<file path="src/sv/tbt_pkg.sv">
`timescale 1ns / 1ps
// shared types and constants for the thermistor beta temperature block
// no dependencies

package tbt_pkg;

  localparam int FRAC_BITS = 28;
  localparam int LOG_W     = 5 + FRAC_BITS;

  localparam logic [27:0]        LN2_Q28      = 28'd186065280;
  localparam logic [14:0]        T0_CENTI     = 15'd29815;
  localparam logic signed [17:0] TEMP_MAX     = 18'sd100000;
  localparam logic signed [17:0] ABS_ZERO_NEG = -18'sd27315;
  localparam logic signed [17:0] FAULT_TEMP   = -18'sd100;
  localparam logic [17:0]        ABS_ZERO     = 18'd27315;
  localparam logic [16:0]        Q_MAX        = 17'd127315;

  typedef enum logic [1:0] {
    REG_REF_MV   = 2'd0,
    REG_PULLUP   = 2'd1,
    REG_NOMINAL  = 2'd2,
    REG_BETA     = 2'd3
  } reg_idx_t;

  typedef enum logic [1:0] {
    K_FAULT = 2'd0,
    K_ZERO  = 2'd1,
    K_CALC  = 2'd2
  } kind_t;

  typedef struct packed {
    logic [12:0] ref_mv;
    logic [19:0] pullup_ohms;
    logic [19:0] nominal_ohms;
    logic [13:0] beta;
  } cfg_t;

  typedef struct packed {
    kind_t       kind;
    logic [12:0] v;
    logic [12:0] d;
  } item_t;

endpackage

</file>
<file path="src/sv/tbt_front.sv">
`timescale 1ns / 1ps
// front end: takes samples, sorts them into fault, zero and calc words,
// and holds them in a two-entry queue; uses tbt_pkg

module tbt_front (
  input  logic               clk,
  input  logic               rst,
  input  tbt_pkg::cfg_t      cfg,
  input  logic               in_valid,
  output logic               in_ready,
  input  logic [12:0]        sample_mv,
  output logic               q_valid,
  input  logic               q_ready,
  output tbt_pkg::item_t     q_item
);
  import tbt_pkg::*;

  item_t       slots [2];
  logic        wp;
  logic        rp;
  logic [1:0]  cnt;
  item_t       new_item;
  logic        push;
  logic        pop;

  always_comb begin
    new_item.v = sample_mv;
    new_item.d = cfg.ref_mv - sample_mv;
    if (cfg.ref_mv <= sample_mv) begin
      new_item.kind = K_FAULT;
    end else if (sample_mv == 13'd0 || cfg.pullup_ohms == 20'd0 ||
                 cfg.nominal_ohms == 20'd0 || cfg.beta == 14'd0) begin
      new_item.kind = K_ZERO;
    end else begin
      new_item.kind = K_CALC;
    end
  end

  assign in_ready = (cnt != 2'd2);
  assign q_valid  = (cnt != 2'd0);
  assign q_item   = slots[rp];
  assign push     = in_valid && in_ready;
  assign pop      = q_valid && q_ready;

  always_ff @(posedge clk) begin
    if (push) begin
      slots[wp] <= new_item;
    end
    if (rst) begin
      wp  <= 1'b0;
      rp  <= 1'b0;
      cnt <= 2'd0;
    end else begin
      if (push) wp <= ~wp;
      if (pop)  rp <= ~rp;
      cnt <= cnt + 2'(push) - 2'(pop);
    end
  end

endmodule

</file>
<file path="config.mk">
export PLATFORM = sky130hd
export DESIGN_NAME = tbt_front
export DESIGN_NICKNAME = d
export VERILOG_FILES = /design/src/sv/tbt_pkg.sv /design/src/sv/tbt_front.sv
export SDC_FILE = /design/constraint.sdc
export NUM_CORES = 1
export LEC_CHECK = 0
export BUFFER_PORTS_ARGS = -buffer_cell sky130_fd_sc_hd__buf_2
export CORE_AREA = 5 5 89 91
export CTS_CLUSTER_DIAMETER = 80
export DETAILED_ROUTE_END_ITERATION = 12
export DIE_AREA = 0 0 94 96
export GPL_TIMING_DRIVEN = 0
export PLACE_DENSITY = 0.81
export SETUP_SLACK_MARGIN = 0.1
export SYNTH_ARGS = -nofsm -noshare
export SYNTH_HDL_FRONTEND = slang
export SYNTH_SLANG_ARGS = --single-unit
</file>
<file path="constraint.sdc">
create_clock -name clk -period 6.75 [get_ports clk]
set_clock_uncertainty 0.2 [all_clocks]
set_input_delay 1.35 -clock clk [delete_from_list [all_inputs] [get_ports clk]]
set_output_delay 1.35 -clock clk [all_outputs]
set_load 0.01 [all_outputs]
</file>
==> flow_metrics.py <==
metrics = {
    "place": {
        "dp_cells": 449,
        "io_buffers": 113,
        "pre_cts_ws_ns": 3.10,
        "routabilityCongestion": 0.854,
        "hpwl_um": 5720,
    },
    "yosys": {
        "synth_edf_count": 56,
        "synth_top_area_share_pct": 54.6,
        "synthArstFlopShare_pct": 0,
        "yosysTopAreaCell": "edfxtp_1",
        "ys_types": 41,
        "synthCells": 236,
        "yosysSeqAreaShare_pct": 57.9,
        "ys_seq_elements": 61,
        "synth_flop_cell": "edfxtp_1",
        "syn_area_um2": 3080,
        "synth_area_leaders": "edfxtp_1 55%, mux2_2 10%, ha_1 6.1%, dfxtp_1 3.3%, nor4_1 3.3%",
        "synth_nets": 336,
        "synth_warnings": 0,
        "syn_avg_cell_area_um2": 13.0,
    },
    "setup_path": {
        "cp-end-kind": "primary output",
        "arrival_ns": 2.00,
        "timing_worst_setup_path_type": "register to primary output",
        "crit_required_ns": 5.20,
        "slowest_stage": "clkbuf_1",
        "path_cells": "clkbuf_1, buf_2, mux2_2, buf_2",
        "slowest_delay_ns": 0.44,
        "cp_max_fo": 10,
        "critical_path.most_common_cell": "buf_2",
        "cp-start-kind": "register",
    },
    "timing": {
        "period_needed_ns": 3.55,
        "timing.fmax_ghz": 0.282,
        "relSlewSlack_pct": 12.6,
        "final-hold-violation-count": 0,
        "period_share_pct": 52.6,
        "setup_violations": 0,
        "setup_tns_ns": 0,
        "setup_ws_ns": 3.20,
        "grt_setup_unrepaired": "false",
        "tightestPinTransition_ns": 1.31,
        "drv_slew": 0,
    },
    "cts": {
        "cts_resized": 0,
        "numCtsBuffers": 9,
        "clk_pin_slew_worst_paths_ns": 0.07,
        "cts-root-buf": "clkbuf_8",
        "post_cts_buffers": 0,
        "cts_tree": "done",
        "clk-insertion-delay-late_ns": 0.33,
        "cts_sinks": 61,
        "max-clock-path-buffers": 2,
        "htreeDepth": 3,
        "holdBufCountCts": 0,
    },
    "run": {
        "cap_viol_max_count": 0,
    },
    "floorplanning": {
        "core-area_um2": 7060,
        "start_util_pct": 43.6,
        "die-area_um2": 9020,
        "core.rowCount": 31,
        "die_h_um": 96,
        "io_pins": 114,
        "die_x_um": 94,
    },
    "power_and_ir_drop": {
        "power_switching_share_pct": 29.0,
        "p_leak_nw": 1.72,
        "pwr_density_cell_nw_per_um2": 305,
        "p_total_mw": 1.22,
        "pwr-share-clk_pct": 28.2,
        "seqPwrFrac_pct": 41.9,
        "pwr-share-comb_pct": 29.9,
        "p_switching_mw": 0.355,
        "p_int_mw": 0.867,
        "ir_drop_mv": 0.103,
    },
    "global_routing": {
        "grt_pass1_vias": 2522,
        "grt_pass1_wl_um": 11300,
        "antenna_found_initial": 0,
        "track_usage_pct": 17.0,
        "grt_max_degree": 29,
        "gr-total-overflow": 0,
    },
    "routing": {
        "remaining_drc_errors": 0,
        "finalWirelength_um": 7210,
        "viasPerCell": 4.98,
        "wire_per_inst_um": 15.5,
        "vias": 2315,
        "ant_nets": 0,
        "firstDrtPassIters": 4,
        "dr.first_iter.drc_count": 53,
    },
    "final_layout": {
        "final_core_util_pct": 56.8,
        "n_antenna_cell": 0,
        "final_cells": 465,
        "syn_to_final_growth_pct": 30.2,
        "finalNetCount": 461,
        "drive_gt1_share_pct": 45.9,
        "fillCellCount": 623,
    },
    "outcome": {
        "status": "completed",
    },
    "min_path": {
        "hp-class": "register to register",
    },
}
routing by layer:
metal | vias up | routed length (µm) | global-route usage, %
li1 | 1139 | - | -
met1 | 1067 | 2780 | 18.0
met2 | 100 | 3730 | 31.0
met3 | 9 | 591 | 4.69
met4 | 0 | 109 | 8.54
met5 | - | 0 | 0
cell families after synthesis:
family          after synthesis  share of synthesized area [%]
mux                          29                           10.6
compound gates               24                           5.73
simple gates                 69                           12.4
xor+xnor                     13                           3.70
fa+ha+maj                    16                           6.75
buf+inv                      24                           3.01
flops                        61                           57.9
cells in the mapped netlist, drive strengths merged (4+ instances only):
cell type,count
nand2,9
nor4,16
inv,21
nor2,13
nand4,4
mux2,28
xnor2,10
ha,15
edfxtp,56
and3,4
dfxtp,5
nand3,9
a21oi,7
cell type report:
type                       count  area, µm²  share of cell area, %
inverter                      21       78.8                   1.97
timing repair buffer         114        581                   14.5
clock buffer                  13        203                   5.06
clock inverter                 3       21.3                  0.531
sequential                    61       1780                   44.4
buffer                         3       13.8                  0.343
tap                           99        124                   3.09
multi-input combinational    151       1210                   30.1
cell usage in the layout, fill, tap and decap left out, types with 4 or more instances in the layout:
cell,n
buf_2,115
edfxtp_1,56
mux2_2,28
inv_1,21
nor4_1,16
ha_1,15
nor2_1,12
xnor2_1,10
nand2_1,9
clkbuf_8,9
nand3_1,8
a21oi_1,7
dfxtp_1,5
and3_1,4
nand4_1,4
registers in the layout, summed over array words and instances, names as in the netlist, named ones only:
signal / count
cnt: 2
slots: 56
rp: 1
wp: 1
final timing paths:
kind	startpoint	endpoint	slack, ns	cells past startpoint
setup / recovery	register	q_item[17]	3.20	4
hold / removal	rp	register	0.33	2
setup reg to reg	cnt[0]	slots[1][26]	4.61	2
hold reg to reg	rp	register	0.33	2
power by group through the flow:
| stage | clock, mW | combinational (mW) | sequential, mW |
|---|---|---|---|
| 2_1_floorplan | 0 | 0.234 | 0.515 |
| 3_3_place_gp | 0 | 0.357 | 0.518 |
| 3_5_place_dp | 0 | 0.371 | 0.520 |
| 4_1_cts | 0.353 | 0.373 | 0.512 |
| 5_1_grt | 0.369 | 0.404 | 0.517 |
| 6_report | 0.345 | 0.366 | 0.511 |
per-stage QoR:
| stage | hold WS, ns | area, µm² |
|---|---|---|
| 2_1_floorplan | 0.281 | 3080 |
| 3_3_place_gp | 0.298 | 3770 |
| 3_5_place_dp | 0.319 | 3780 |
| 4_1_cts | 0.338 | 4010 |
| 5_1_grt | 0.353 | 4010 |
| 6_report | 0.333 | 4010 |
worst max-delay path: cells and delay by family (launching register included):
family	cells	cell delay, ns
buffers and inverters	3	0.96
DFF	1	0.31
muxes	1	0.38
Note: power is estimated with default switching activity, not from simulation.
